--- src/hw/rtl/mahd_pkg.sv ---
// ---------------------------------------------------------------------------
// mahd_pkg
// Types, codes and tables for the MPEG audio frame header decoder.
// ---------------------------------------------------------------------------
package mahd_pkg;

	// version field codes
	localparam logic [1:0] VER_25   = 2'd0;
	localparam logic [1:0] VER_RSVD = 2'd1;
	localparam logic [1:0] VER_2    = 2'd2;
	localparam logic [1:0] VER_1    = 2'd3;

	// layer field code that is reserved
	localparam logic [1:0] LC_RSVD = 2'd0;

	// bitrate / sample-rate index codes that reject the word
	localparam logic [3:0] BRI_FREE = 4'd0;
	localparam logic [3:0] BRI_BAD  = 4'd15;
	localparam logic [1:0] SRI_RSVD = 2'd3;

	// channel mode code for single channel
	localparam logic [1:0] MODE_MONO = 2'd3;

	// layer numbers
	localparam logic [1:0] LAYER_1 = 2'd1;
	localparam logic [1:0] LAYER_3 = 2'd3;

	// reciprocal scaling: quotient = (n * recip) >> RECIP_SH, one correction
	localparam int RECIP_SH = 24;
	localparam int NUM_W    = 18;
	localparam int RECIP_W  = 25;
	localparam int PROD_W   = NUM_W + RECIP_W;
	localparam int QUO_W    = 12;

	// [mpeg1][layer-1][bitrate index]
	localparam logic [8:0] BR_TAB [0:1][0:2][0:15] = '{
		'{
			'{9'd0, 9'd32, 9'd48, 9'd56, 9'd64, 9'd80, 9'd96, 9'd112,
			  9'd128, 9'd144, 9'd160, 9'd176, 9'd192, 9'd224, 9'd256, 9'd0},
			'{9'd0, 9'd8, 9'd16, 9'd24, 9'd32, 9'd40, 9'd48, 9'd56,
			  9'd64, 9'd80, 9'd96, 9'd112, 9'd128, 9'd144, 9'd160, 9'd0},
			'{9'd0, 9'd8, 9'd16, 9'd24, 9'd32, 9'd40, 9'd48, 9'd56,
			  9'd64, 9'd80, 9'd96, 9'd112, 9'd128, 9'd144, 9'd160, 9'd0}
		},
		'{
			'{9'd0, 9'd32, 9'd64, 9'd96, 9'd128, 9'd160, 9'd192, 9'd224,
			  9'd256, 9'd288, 9'd320, 9'd352, 9'd384, 9'd416, 9'd448, 9'd0},
			'{9'd0, 9'd32, 9'd48, 9'd56, 9'd64, 9'd80, 9'd96, 9'd112,
			  9'd128, 9'd160, 9'd192, 9'd224, 9'd256, 9'd320, 9'd384, 9'd0},
			'{9'd0, 9'd32, 9'd40, 9'd48, 9'd56, 9'd64, 9'd80, 9'd96,
			  9'd112, 9'd128, 9'd160, 9'd192, 9'd224, 9'd256, 9'd320, 9'd0}
		}
	};

	localparam logic [15:0] SR_BASE [0:3] = '{16'd44100, 16'd48000, 16'd32000, 16'd0};

	// divisor left after the rate ratio is reduced
	typedef enum logic [2:0] {
		DIV_1,
		DIV_2,
		DIV_4,
		DIV_8,
		DIV_49,
		DIV_147
	} div_sel_t;

	// decoded header, as it travels from front to back
	typedef struct packed {
		logic              ok;
		logic [1:0]        layer;
		logic [1:0]        version;
		logic              crc;
		logic [8:0]        br;
		logic [15:0]       sr;
		logic              pad;
		logic [1:0]        mode;
		logic [1:0]        modeext;
		logic [1:0]        chans;
		logic [10:0]       spf;
		logic [NUM_W-1:0]  num;
		div_sel_t          dsel;
		logic              l1;
		logic              half;
	} item_t;

	function automatic logic [7:0] div_val(div_sel_t d);
		unique case (d)
			DIV_1:   div_val = 8'd1;
			DIV_2:   div_val = 8'd2;
			DIV_4:   div_val = 8'd4;
			DIV_8:   div_val = 8'd8;
			DIV_49:  div_val = 8'd49;
			DIV_147: div_val = 8'd147;
			default: div_val = 8'd1;
		endcase
	endfunction

	// floor(2^24 / d)
	function automatic logic [RECIP_W-1:0] div_recip(div_sel_t d);
		unique case (d)
			DIV_1:   div_recip = 25'd16777216;
			DIV_2:   div_recip = 25'd8388608;
			DIV_4:   div_recip = 25'd4194304;
			DIV_8:   div_recip = 25'd2097152;
			DIV_49:  div_recip = 25'd342392;
			DIV_147: div_recip = 25'd114130;
			default: div_recip = 25'd16777216;
		endcase
	endfunction

endpackage

--- src/hw/rtl/mahd_if.sv ---
// ---------------------------------------------------------------------------
// mahd_if
// Valid/ready channels for header words in and decoded results out.
// ---------------------------------------------------------------------------
interface mahd_hdr_if;
	logic        valid;
	logic        ready;
	logic [31:0] header_word;

	modport source(output valid, output header_word, input ready);
	modport sink(input valid, input header_word, output ready);
endinterface

interface mahd_res_if;
	logic        valid;
	logic        ready;
	logic        valid_res;
	logic [1:0]  layer_num;
	logic [1:0]  version_code;
	logic        crc_present;
	logic [8:0]  bitrate_kbps;
	logic [15:0] sample_rate_hz;
	logic        padded;
	logic [1:0]  channel_mode;
	logic [1:0]  mode_extension;
	logic [1:0]  channel_count;
	logic [10:0] samples_per_frame;
	logic [11:0] payload_bytes;

	modport source(output valid, output valid_res, output layer_num, output version_code,
		output crc_present, output bitrate_kbps, output sample_rate_hz, output padded,
		output channel_mode, output mode_extension, output channel_count,
		output samples_per_frame, output payload_bytes, input ready);
	modport sink(input valid, input valid_res, input layer_num, input version_code,
		input crc_present, input bitrate_kbps, input sample_rate_hz, input padded,
		input channel_mode, input mode_extension, input channel_count,
		input samples_per_frame, input payload_bytes, output ready);
endinterface

--- src/hw/rtl/mahd_front.sv ---
// ---------------------------------------------------------------------------
// mahd_front
// Accepts header beats, validates them and decodes the fields and divide job.
// ---------------------------------------------------------------------------
module mahd_front (
	mahd_hdr_if.sink        hdr,
	input  logic            room,
	output logic            push,
	output mahd_pkg::item_t item
);

	logic [31:0] w;
	logic [1:0]  lc, ver, sri, lidx, sh;
	logic [3:0]  bri;
	logic        ok, mpeg1, l1;
	logic [8:0]  br;
	logic [7:0]  kmul;
	logic [18:0] num_full;
	mahd_pkg::div_sel_t dsel;

	assign hdr.ready = room;
	assign push      = hdr.valid && room;

	assign w   = hdr.header_word;
	assign ver = w[20:19];
	assign lc  = w[18:17];
	assign bri = w[15:12];
	assign sri = w[11:10];

	assign ok = (&w[31:21]) && (lc != mahd_pkg::LC_RSVD) && (bri != mahd_pkg::BRI_BAD)
		&& (ver != mahd_pkg::VER_RSVD) && (sri != mahd_pkg::SRI_RSVD)
		&& (bri != mahd_pkg::BRI_FREE);

	assign mpeg1 = (ver == mahd_pkg::VER_1);
	// layer-1 as table row; reserved code parks on row 0
	assign lidx  = (lc == mahd_pkg::LC_RSVD) ? 2'd0 : 2'(2'd3 - lc);
	assign l1    = (lidx == 2'd0);
	assign br    = mahd_pkg::BR_TAB[mpeg1][lidx][bri];

	always_comb begin
		priority if (ver == mahd_pkg::VER_1) begin
			sh = 2'd0;
		end else if (ver == mahd_pkg::VER_2) begin
			sh = 2'd1;
		end else begin
			sh = 2'd2;
		end
	end

	// reduced ratio of 12000 (or 144000) over the base rate
	always_comb begin
		unique case ({l1, sri})
			3'b100:  begin kmul = 8'd40;  dsel = mahd_pkg::DIV_147; end
			3'b101:  begin kmul = 8'd1;   dsel = mahd_pkg::DIV_4;   end
			3'b110:  begin kmul = 8'd3;   dsel = mahd_pkg::DIV_8;   end
			3'b000:  begin kmul = 8'd160; dsel = mahd_pkg::DIV_49;  end
			3'b001:  begin kmul = 8'd3;   dsel = mahd_pkg::DIV_1;   end
			3'b010:  begin kmul = 8'd9;   dsel = mahd_pkg::DIV_2;   end
			default: begin kmul = 8'd0;   dsel = mahd_pkg::DIV_1;   end
		endcase
	end

	assign num_full = (19'(kmul) * 19'(br)) << sh;

	always_comb begin
		item      = '0;
		item.dsel = mahd_pkg::DIV_1;
		if (ok) begin
			item.ok      = 1'b1;
			item.layer   = 2'(lidx + 2'd1);
			item.version = ver;
			item.crc     = ~w[16];
			item.br      = br;
			item.sr      = mahd_pkg::SR_BASE[sri] >> sh;
			item.pad     = w[9];
			item.mode    = w[7:6];
			item.modeext = w[5:4];
			item.chans   = (w[7:6] == mahd_pkg::MODE_MONO) ? 2'd1 : 2'd2;
			item.l1      = l1;
			item.half    = (lidx == 2'd2) && !mpeg1;
			item.num     = num_full[mahd_pkg::NUM_W-1:0];
			item.dsel    = dsel;
			if (l1) begin
				item.spf = 11'd384;
			end else if (item.half) begin
				item.spf = 11'd576;
			end else begin
				item.spf = 11'd1152;
			end
		end
	end

endmodule

--- src/hw/rtl/mahd_queue.sv ---
// ---------------------------------------------------------------------------
// mahd_queue
// Two-entry queue of decoded headers between front and back.
// ---------------------------------------------------------------------------
module mahd_queue (
	input  logic            clk,
	input  logic            arst_n,
	input  logic            push,
	input  mahd_pkg::item_t push_item,
	output logic            room,
	output logic            pop_valid,
	output mahd_pkg::item_t pop_item,
	input  logic            pop
);

	mahd_pkg::item_t mem_q [2];
	logic            wr_ptr_q, rd_ptr_q;
	logic [1:0]      cnt_q;
	logic            do_pop;

	assign room      = (cnt_q != 2'd2);
	assign pop_valid = (cnt_q != 2'd0);
	assign pop_item  = mem_q[rd_ptr_q];
	assign do_pop    = pop && pop_valid;

	always_ff @(posedge clk) begin
		if (push) begin
			mem_q[wr_ptr_q] <= push_item;
		end
	end

	always_ff @(posedge clk or negedge arst_n) begin
		if (!arst_n) begin
			wr_ptr_q <= 1'b0;
			rd_ptr_q <= 1'b0;
			cnt_q    <= 2'd0;
		end else begin
			if (push) begin
				wr_ptr_q <= ~wr_ptr_q;
			end
			if (do_pop) begin
				rd_ptr_q <= ~rd_ptr_q;
			end
			unique case ({push, do_pop})
				2'b10:   cnt_q <= 2'(cnt_q + 2'd1);
				2'b01:   cnt_q <= 2'(cnt_q - 2'd1);
				default: cnt_q <= cnt_q;
			endcase
		end
	end

endmodule

--- src/hw/rtl/mahd_back.sv ---
// ---------------------------------------------------------------------------
// mahd_back
// Reciprocal-multiply divider pipeline and result register for frame length.
// ---------------------------------------------------------------------------
module mahd_back (
	input  logic            clk,
	input  logic            arst_n,
	input  logic            q_valid,
	input  mahd_pkg::item_t q_item,
	output logic            q_ready,
	mahd_res_if.source      res
);

	localparam int PW = mahd_pkg::PROD_W;
	localparam int QW = mahd_pkg::QUO_W;
	localparam int SH = mahd_pkg::RECIP_SH;

	logic            v_s1, v_s2, out_v_q;
	mahd_pkg::item_t it_s1, it_s2;
	logic [PW-1:0]   prod_s1;
	logic [QW-1:0]   quo_s2;
	logic            rdy1, rdy2, rdy3;

	logic [PW-1:0]   prod_d;
	logic [QW-1:0]   q_est, q_fix, q_half;
	logic [7:0]      dv;
	logic [19:0]     qd, rem;
	logic [11:0]     fb;

	// stall chain, output side first
	assign rdy3    = !out_v_q || res.ready;
	assign rdy2    = !v_s2 || rdy3;
	assign rdy1    = !v_s1 || rdy2;
	assign q_ready = rdy1;

	assign prod_d = PW'(q_item.num) * PW'(mahd_pkg::div_recip(q_item.dsel));

	// estimate is low by at most one
	assign dv    = mahd_pkg::div_val(it_s1.dsel);
	assign q_est = prod_s1[SH+QW-1:SH];
	assign qd    = 20'(q_est) * 20'(dv);
	assign rem   = 20'(it_s1.num) - qd;
	assign q_fix = (rem >= 20'(dv)) ? QW'(q_est + 1'b1) : q_est;

	assign q_half = it_s2.half ? (quo_s2 >> 1) : quo_s2;

	always_comb begin
		if (!it_s2.ok) begin
			fb = 12'd0;
		end else if (it_s2.l1) begin
			fb = 12'(((q_half + 12'(it_s2.pad)) << 2) - 12'd4);
		end else begin
			fb = 12'(q_half + 12'(it_s2.pad) - 12'd4);
		end
	end

	always_ff @(posedge clk or negedge arst_n) begin
		if (!arst_n) begin
			v_s1    <= 1'b0;
			v_s2    <= 1'b0;
			out_v_q <= 1'b0;
		end else begin
			if (rdy1) begin
				v_s1 <= q_valid;
			end
			if (rdy2) begin
				v_s2 <= v_s1;
			end
			if (rdy3) begin
				out_v_q <= v_s2;
			end
		end
	end

	always_ff @(posedge clk) begin
		if (rdy1 && q_valid) begin
			it_s1   <= q_item;
			prod_s1 <= prod_d;
		end
		if (rdy2 && v_s1) begin
			it_s2  <= it_s1;
			quo_s2 <= q_fix;
		end
		if (rdy3 && v_s2) begin
			res.valid_res         <= it_s2.ok;
			res.layer_num         <= it_s2.layer;
			res.version_code      <= it_s2.version;
			res.crc_present       <= it_s2.crc;
			res.bitrate_kbps      <= it_s2.br;
			res.sample_rate_hz    <= it_s2.sr;
			res.padded            <= it_s2.pad;
			res.channel_mode      <= it_s2.mode;
			res.mode_extension    <= it_s2.modeext;
			res.channel_count     <= it_s2.chans;
			res.samples_per_frame <= it_s2.spf;
			res.payload_bytes     <= fb;
		end
	end

	assign res.valid = out_v_q;

endmodule

--- src/hw/rtl/mpeg_audio_header_decode.sv ---
// ---------------------------------------------------------------------------
// mpeg_audio_header_decode
// MPEG-1/2/2.5 audio frame header parser with frame length computation.
// ---------------------------------------------------------------------------
// One 32-bit header word per beat on hdr, one decoded result per beat on res,
// in order. The block takes a new header every clock while the queue has room;
// a result passes the queue entry, the multiply stage, the correct stage and the
// result register. The length divider is fully pipelined: the rate-to-bitrate
// ratio reduces to a divide by 1, 2, 4, 8, 49 or 147, done as a multiply by a
// 25-bit reciprocal in one stage and a single compare-and-correct in the next.
// A two-entry queue sits between the decode front and the divider back, and the
// result register lets a new header in while a finished result waits. Rejected
// headers (bad sync, reserved layer/version/rate, free-format or bad bitrate)
// still produce a result beat, with valid_res and every other field zero.
// Reset is asynchronous and clears only control state; no setup is needed.
module mpeg_audio_header_decode (
	input  logic       clk,
	input  logic       arst_n,
	mahd_hdr_if.sink   hdr,
	mahd_res_if.source res
);

	logic            push, room;
	logic            pop_valid, pop;
	mahd_pkg::item_t push_item, pop_item;

	// validate and classify
	mahd_front u_front (
		.hdr  (hdr),
		.room (room),
		.push (push),
		.item (push_item)
	);

	// decouples decode from divider stalls
	mahd_queue u_queue (
		.clk       (clk),
		.arst_n    (arst_n),
		.push      (push),
		.push_item (push_item),
		.room      (room),
		.pop_valid (pop_valid),
		.pop_item  (pop_item),
		.pop       (pop)
	);

	// divide, finish frame length, hold result
	mahd_back u_back (
		.clk     (clk),
		.arst_n  (arst_n),
		.q_valid (pop_valid),
		.q_item  (pop_item),
		.q_ready (pop),
		.res     (res)
	);

endmodule

--- src/flat_wrapper.sv ---
// flat-port wrapper written by rule: the top's interface ports become plain ports
module mpeg_audio_header_decode_flat 
  (clk, arst_n, hdr_valid, hdr_header_word, hdr_ready, res_valid, res_valid_res, res_layer_num, res_version_code, res_crc_present, res_bitrate_kbps, res_sample_rate_hz, res_padded, res_channel_mode, res_mode_extension, res_channel_count, res_samples_per_frame, res_payload_bytes, res_ready);
  mahd_hdr_if hdr_i ();
  mahd_res_if res_i ();
  input  logic clk;
  input  logic arst_n;
  input wire logic [$bits(hdr_i.valid)-1:0] hdr_valid;
  input wire logic [$bits(hdr_i.header_word)-1:0] hdr_header_word;
  output wire logic [$bits(hdr_i.ready)-1:0] hdr_ready;
  output wire logic [$bits(res_i.valid)-1:0] res_valid;
  output wire logic [$bits(res_i.valid_res)-1:0] res_valid_res;
  output wire logic [$bits(res_i.layer_num)-1:0] res_layer_num;
  output wire logic [$bits(res_i.version_code)-1:0] res_version_code;
  output wire logic [$bits(res_i.crc_present)-1:0] res_crc_present;
  output wire logic [$bits(res_i.bitrate_kbps)-1:0] res_bitrate_kbps;
  output wire logic [$bits(res_i.sample_rate_hz)-1:0] res_sample_rate_hz;
  output wire logic [$bits(res_i.padded)-1:0] res_padded;
  output wire logic [$bits(res_i.channel_mode)-1:0] res_channel_mode;
  output wire logic [$bits(res_i.mode_extension)-1:0] res_mode_extension;
  output wire logic [$bits(res_i.channel_count)-1:0] res_channel_count;
  output wire logic [$bits(res_i.samples_per_frame)-1:0] res_samples_per_frame;
  output wire logic [$bits(res_i.payload_bytes)-1:0] res_payload_bytes;
  input wire logic [$bits(res_i.ready)-1:0] res_ready;
  assign hdr_i.valid = hdr_valid;
  assign hdr_i.header_word = hdr_header_word;
  assign hdr_ready = hdr_i.ready;
  assign res_valid = res_i.valid;
  assign res_valid_res = res_i.valid_res;
  assign res_layer_num = res_i.layer_num;
  assign res_version_code = res_i.version_code;
  assign res_crc_present = res_i.crc_present;
  assign res_bitrate_kbps = res_i.bitrate_kbps;
  assign res_sample_rate_hz = res_i.sample_rate_hz;
  assign res_padded = res_i.padded;
  assign res_channel_mode = res_i.channel_mode;
  assign res_mode_extension = res_i.mode_extension;
  assign res_channel_count = res_i.channel_count;
  assign res_samples_per_frame = res_i.samples_per_frame;
  assign res_payload_bytes = res_i.payload_bytes;
  assign res_i.ready = res_ready;
  mpeg_audio_header_decode u_core (.clk(clk), .arst_n(arst_n), .hdr(hdr_i), .res(res_i));
endmodule
--- config.mk ---
export PLATFORM = sky130hd
export DESIGN_NAME = mpeg_audio_header_decode_flat
export DESIGN_NICKNAME = d
export VERILOG_FILES = /design/src/hw/rtl/mahd_pkg.sv /design/src/hw/rtl/mahd_if.sv /design/src/hw/rtl/mahd_front.sv /design/src/hw/rtl/mahd_queue.sv /design/src/hw/rtl/mahd_back.sv /design/src/hw/rtl/mpeg_audio_header_decode.sv /design/src/flat_wrapper.sv
export SDC_FILE = /design/constraint.sdc
export NUM_CORES = 1
export LEC_CHECK = 0
export ABC_CLOCK_PERIOD_IN_PS = 6840
export CAP_MARGIN = 25
export CORE_ASPECT_RATIO = 0.9
export CORE_MARGIN = 2
export CORE_UTILIZATION = 39
export DETAILED_ROUTE_END_ITERATION = 12
export DONT_BUFFER_PORTS = 1
export PLACE_DENSITY = 0.62
export SETUP_SLACK_MARGIN = 0.02
export SLEW_MARGIN = 10
export SYNTH_ARGS = -nofsm -noshare
export SYNTH_HDL_FRONTEND = slang
export SYNTH_SLANG_ARGS = --single-unit
--- constraint.sdc ---
create_clock -name clk -period 6.84 [get_ports clk]
set_input_delay 0.684 -clock clk [delete_from_list [all_inputs] [get_ports clk]]
set_output_delay 0.684 -clock clk [all_outputs]
set_load 0.1 [all_outputs]
==> flow_metrics.py <==
metrics = {
    "worst_hold_path": {
        "min_path_type": "in -> reg",
        "min_path_cells": 1,
    },
    "synthesis": {
        "async_reset_ff_frac": 0.0236,
        "ys_ff_latch": 296,
        "synth_flop_cell": "edfxtp_1",
        "yosysSeqAreaShare": 0.339,
        "netlist_area_sq_um": 26100,
        "synthCells": 2424,
        "synth.avg_cell_area_sq_um": 10.8,
        "synth_edf_count": 289,
        "ys_warn_count": 0,
        "yosysUniqueCellTypes": 76,
    },
    "timing": {
        "tightestPinTransition_ns": 1.09,
        "hold_ws_ns": 0.331,
        "finClkSkew_ns": 0.0100,
        "rsz0062_at_grt": "yes",
        "period_share": 1.03,
        "fin_ws_ns": -0.181,
        "relSlewSlack": 0.277,
        "hold_viol": 0,
        "fmax_mhz": 142,
        "finalCriticalPeriod_ns": 7.02,
        "setup_viol": 4,
        "drv_slew": 0,
    },
    "place": {
        "dp.cells": 3456,
        "pre_cts_ws_ns": -0.530,
        "gp_congestion": 0.944,
        "io_buffers": 0,
        "dpl_cell_area_sq_um": 28500,
        "hpwl_microns": 48000,
    },
    "worst_setup_path": {
        "cp.arrival_ns": 7.31,
        "cp_num_cells": 36,
        "crit_top_cell": "buf_4",
        "critPathMaxFanout": 7,
        "cp_top_family": "buffers and inverters",
        "r2r_cells": 36,
        "crit_required_ns": 7.13,
        "slowest_delay_ns": 0.53,
        "crit_path_start_kind": "flop",
        "cp.buffers_inverters": 23,
        "critPathKind": "reg -> reg",
        "cp-end-kind": "flop",
        "crit_slowest_cell": "dfrtp_2",
    },
    "global_routing": {
        "antenna_found_initial": 1,
        "grt_max_degree": 59,
        "grt_usage": 0.174,
        "grt_pass1_vias": 18100,
        "grt_overflow": 0,
        "grt_first_pass_wirelength_microns": 96600,
    },
    "drt": {
        "first_iter_violations": 979,
        "vias_per_cell": 4.85,
        "drt-total-wl_microns": 60000,
        "wl_per_cell_microns": 16.9,
        "final_antenna_net_count": 0,
        "via_count": 17200,
        "dr.pass1.iters": 5,
        "route.detailed.drc": 0,
    },
    "clocking": {
        "tritoncts": "yes",
        "clkLatencyLatePin_ns": 0.55,
        "cts-root-buf": "clkbuf_16",
        "cts.sinks": 296,
        "clk_transition_reported_paths_ns": 0.06,
        "clock_path_buffers": 3,
        "cts_inserted_buffers": 30,
        "htreeDepth": 1,
    },
    "die": {
        "dieWidth_microns": 277,
        "fp.dieH_microns": 250,
        "coreArea_sq_um": 66700,
        "std_cell_rows": 90,
        "ioPinCount": 99,
        "die_area_sq_um": 69100,
        "initial_core_util": 0.392,
    },
    "layout": {
        "stdcell_area_sq_um": 30600,
        "diodes": 0,
        "seq_area_sq_um": 8850,
        "fillers": 6101,
        "nets": 3254,
        "layout-drive-gt1-share": 0.167,
        "synthToLayoutAreaGrowth_pct": 17.0,
        "final-instance-count-excl-fill": 3555,
        "multiInputGateArea_sq_um": 15600,
    },
    "flow_run": {
        "drv_cap": 0,
    },
    "outcome": {
        "outcome": "complete, but fails checks",
        "violations": "setup timing",
    },
}
cells in the final DEF, fill, tap and decap left out, drive strengths merged, types with 15 or more instances in the layout:
cell type / synthesis / layout
buf: 27 / 227
conb: 2 / 53
mux2i: 34 / 34
nand2b: 20 / 20
nand3: 23 / 23
xnor2: 54 / 54
nand2: 137 / 137
xor2: 18 / 18
and2: 82 / 82
edfxtp: 289 / 289
nor2: 177 / 177
mux2: 48 / 48
nor3: 26 / 26
inv: 566 / 569
o21ai: 41 / 41
clkinv: 3 / 15
clkbuf: 48 / 32
a211oi: 20 / 20
ha: 266 / 266
fa: 292 / 292
a21oi: 69 / 69
logic make-up after synthesis:
kind of cell | Yosys count | synth area share
compound gates | 231 | 0.0575
xor+xnor | 72 | 0.0241
buf+inv | 644 | 0.0945
simple gates | 539 | 0.100
fa+ha+maj | 558 | 0.351
mux | 82 | 0.0337
other cells | 2 | 0.000287
flops | 296 | 0.339
layer usage:
| layer | routed length (microns) | vias to the layer above | track usage | part of all wire |
|---|---|---|---|---|
| met5 | 13 | - | 0 | 0.00022 |
| met4 | 1090 | 2 | 0.0301 | 0.018 |
| met3 | 2620 | 69 | 0.0212 | 0.044 |
| met2 | 29300 | 321 | 0.299 | 0.49 |
| met1 | 27000 | 8625 | 0.240 | 0.45 |
| li1 | - | 8225 | - | - |
stage by stage:
step	setup TNS [ns]	utilization
after floorplan	0	-
after global placement	-1.38	0.428
after detailed placement	-2.87	0.428
after CTS	-0.219	0.455
after global routing	-2.00	0.459
final	-0.425	0.459
Yosys cell counts (4+ instances only):
cell / instances / area share
a311oi_1: 6 / 0.0020
o22ai_1: 8 / 0.0019
ha_1: 266 / 0.13
nor2_1: 177 / 0.025
o31ai_1: 5 / 0.0014
o21a_1: 10 / 0.0029
a221oi_1: 4 / 0.0013
a31oi_1: 9 / 0.0022
or2_2: 4 / 0.00096
a21boi_0: 6 / 0.0017
nor3_1: 26 / 0.0050
clkbuf_1: 48 / 0.0069
a211oi_1: 20 / 0.0057
o211ai_1: 11 / 0.0032
o21ai_0: 40 / 0.0077
inv_1: 566 / 0.081
o21bai_1: 5 / 0.0014
nand3_1: 18 / 0.0034
buf_4: 10 / 0.0029
and4_1: 4 / 0.0013
or4_1: 4 / 0.0011
nand4_1: 11 / 0.0026
and2_1: 81 / 0.019
fa_1: 292 / 0.22
nor2b_1: 14 / 0.0034
dfrtp_1: 7 / 0.0067
buf_1: 11 / 0.0016
a21oi_1: 69 / 0.013
or3_1: 7 / 0.0017
xor2_1: 18 / 0.0060
xnor2_1: 54 / 0.018
mux2i_1: 34 / 0.013
a31o_2: 4 / 0.0013
a21o_1: 7 / 0.0020
nand2_1: 137 / 0.020
and3_1: 12 / 0.0029
edfxtp_1: 289 / 0.33
nand2b_1: 20 / 0.0048
a2111oi_0: 4 / 0.0013
nand3_2: 5 / 0.0019
mux2_2: 48 / 0.021
buf_2: 5 / 0.00096
sequential cells by signal, indices dropped and copies added, names as in the netlist:
name	cells
u_core.u_queue.mem_q	116
u_core.u_back.it_s1	58
u_core.u_back.it_s2	40
u_core.u_back.res.sample_rate_hz	16
u_core.u_back.prod_s1	12
u_core.u_back.quo_s2	12
u_core.u_back.res.payload_bytes	12
u_core.u_back.res.bitrate_kbps	6
u_core.u_back.res.samples_per_frame	4
u_core.u_back.res.channel_count	2
u_core.u_back.res.channel_mode	2
u_core.u_back.res.layer_num	2
u_core.u_back.res.mode_extension	2
u_core.u_back.res.version_code	2
u_core.u_queue.cnt_q	2
u_core.u_back.res.crc_present	1
u_core.u_back.res.padded	1
u_core.u_back.res.valid	1
u_core.u_back.res.valid_res	1
u_core.u_back.v_s1	1
u_core.u_back.v_s2	1
u_core.u_queue.rd_ptr_q	1
u_core.u_queue.wr_ptr_q	1
repair_timing:
action | 4_1_cts | 5_1_grt
endpoints found under the setup margin | 11 | 11
resized for setup | 107 | 42
buffers inserted | 37 | 8
endpoints found under the hold margin | 7 | 0
hold buffers | 1 | 0
pin swaps | 45 | 27
cloned | 1 | 0
final cells by class:
class,count,share of cell area
multi-input cells,1535,0.510
flip-flops and latches,296,0.290
inverters,569,0.0699
repair buffers,228,0.0620
well taps,874,0.0358
clock buffers,32,0.0255
clock inverters,21,0.00720
final timing paths:
kind                                          from                          end  slack, ns
min                            hdr_header_word[16]  u_core.u_queue.mem_q[1][66]       0.33
max in group asynchronous                   arst_n      u_core.u_queue.rd_ptr_q       5.95
min in group asynchronous                   arst_n      u_core.u_queue.rd_ptr_q       0.53
max reg2reg                u_core.u_queue.rd_ptr_q    u_core.u_back.prod_s1[35]      -0.18
max                        u_core.u_queue.rd_ptr_q    u_core.u_back.prod_s1[35]      -0.18
min reg2reg                u_core.u_back.it_s1[71]      u_core.u_back.it_s2[71]       0.42
Power is not shown: default switching activity piles up to over one toggle a cycle in this logic, so the estimate is an artifact.
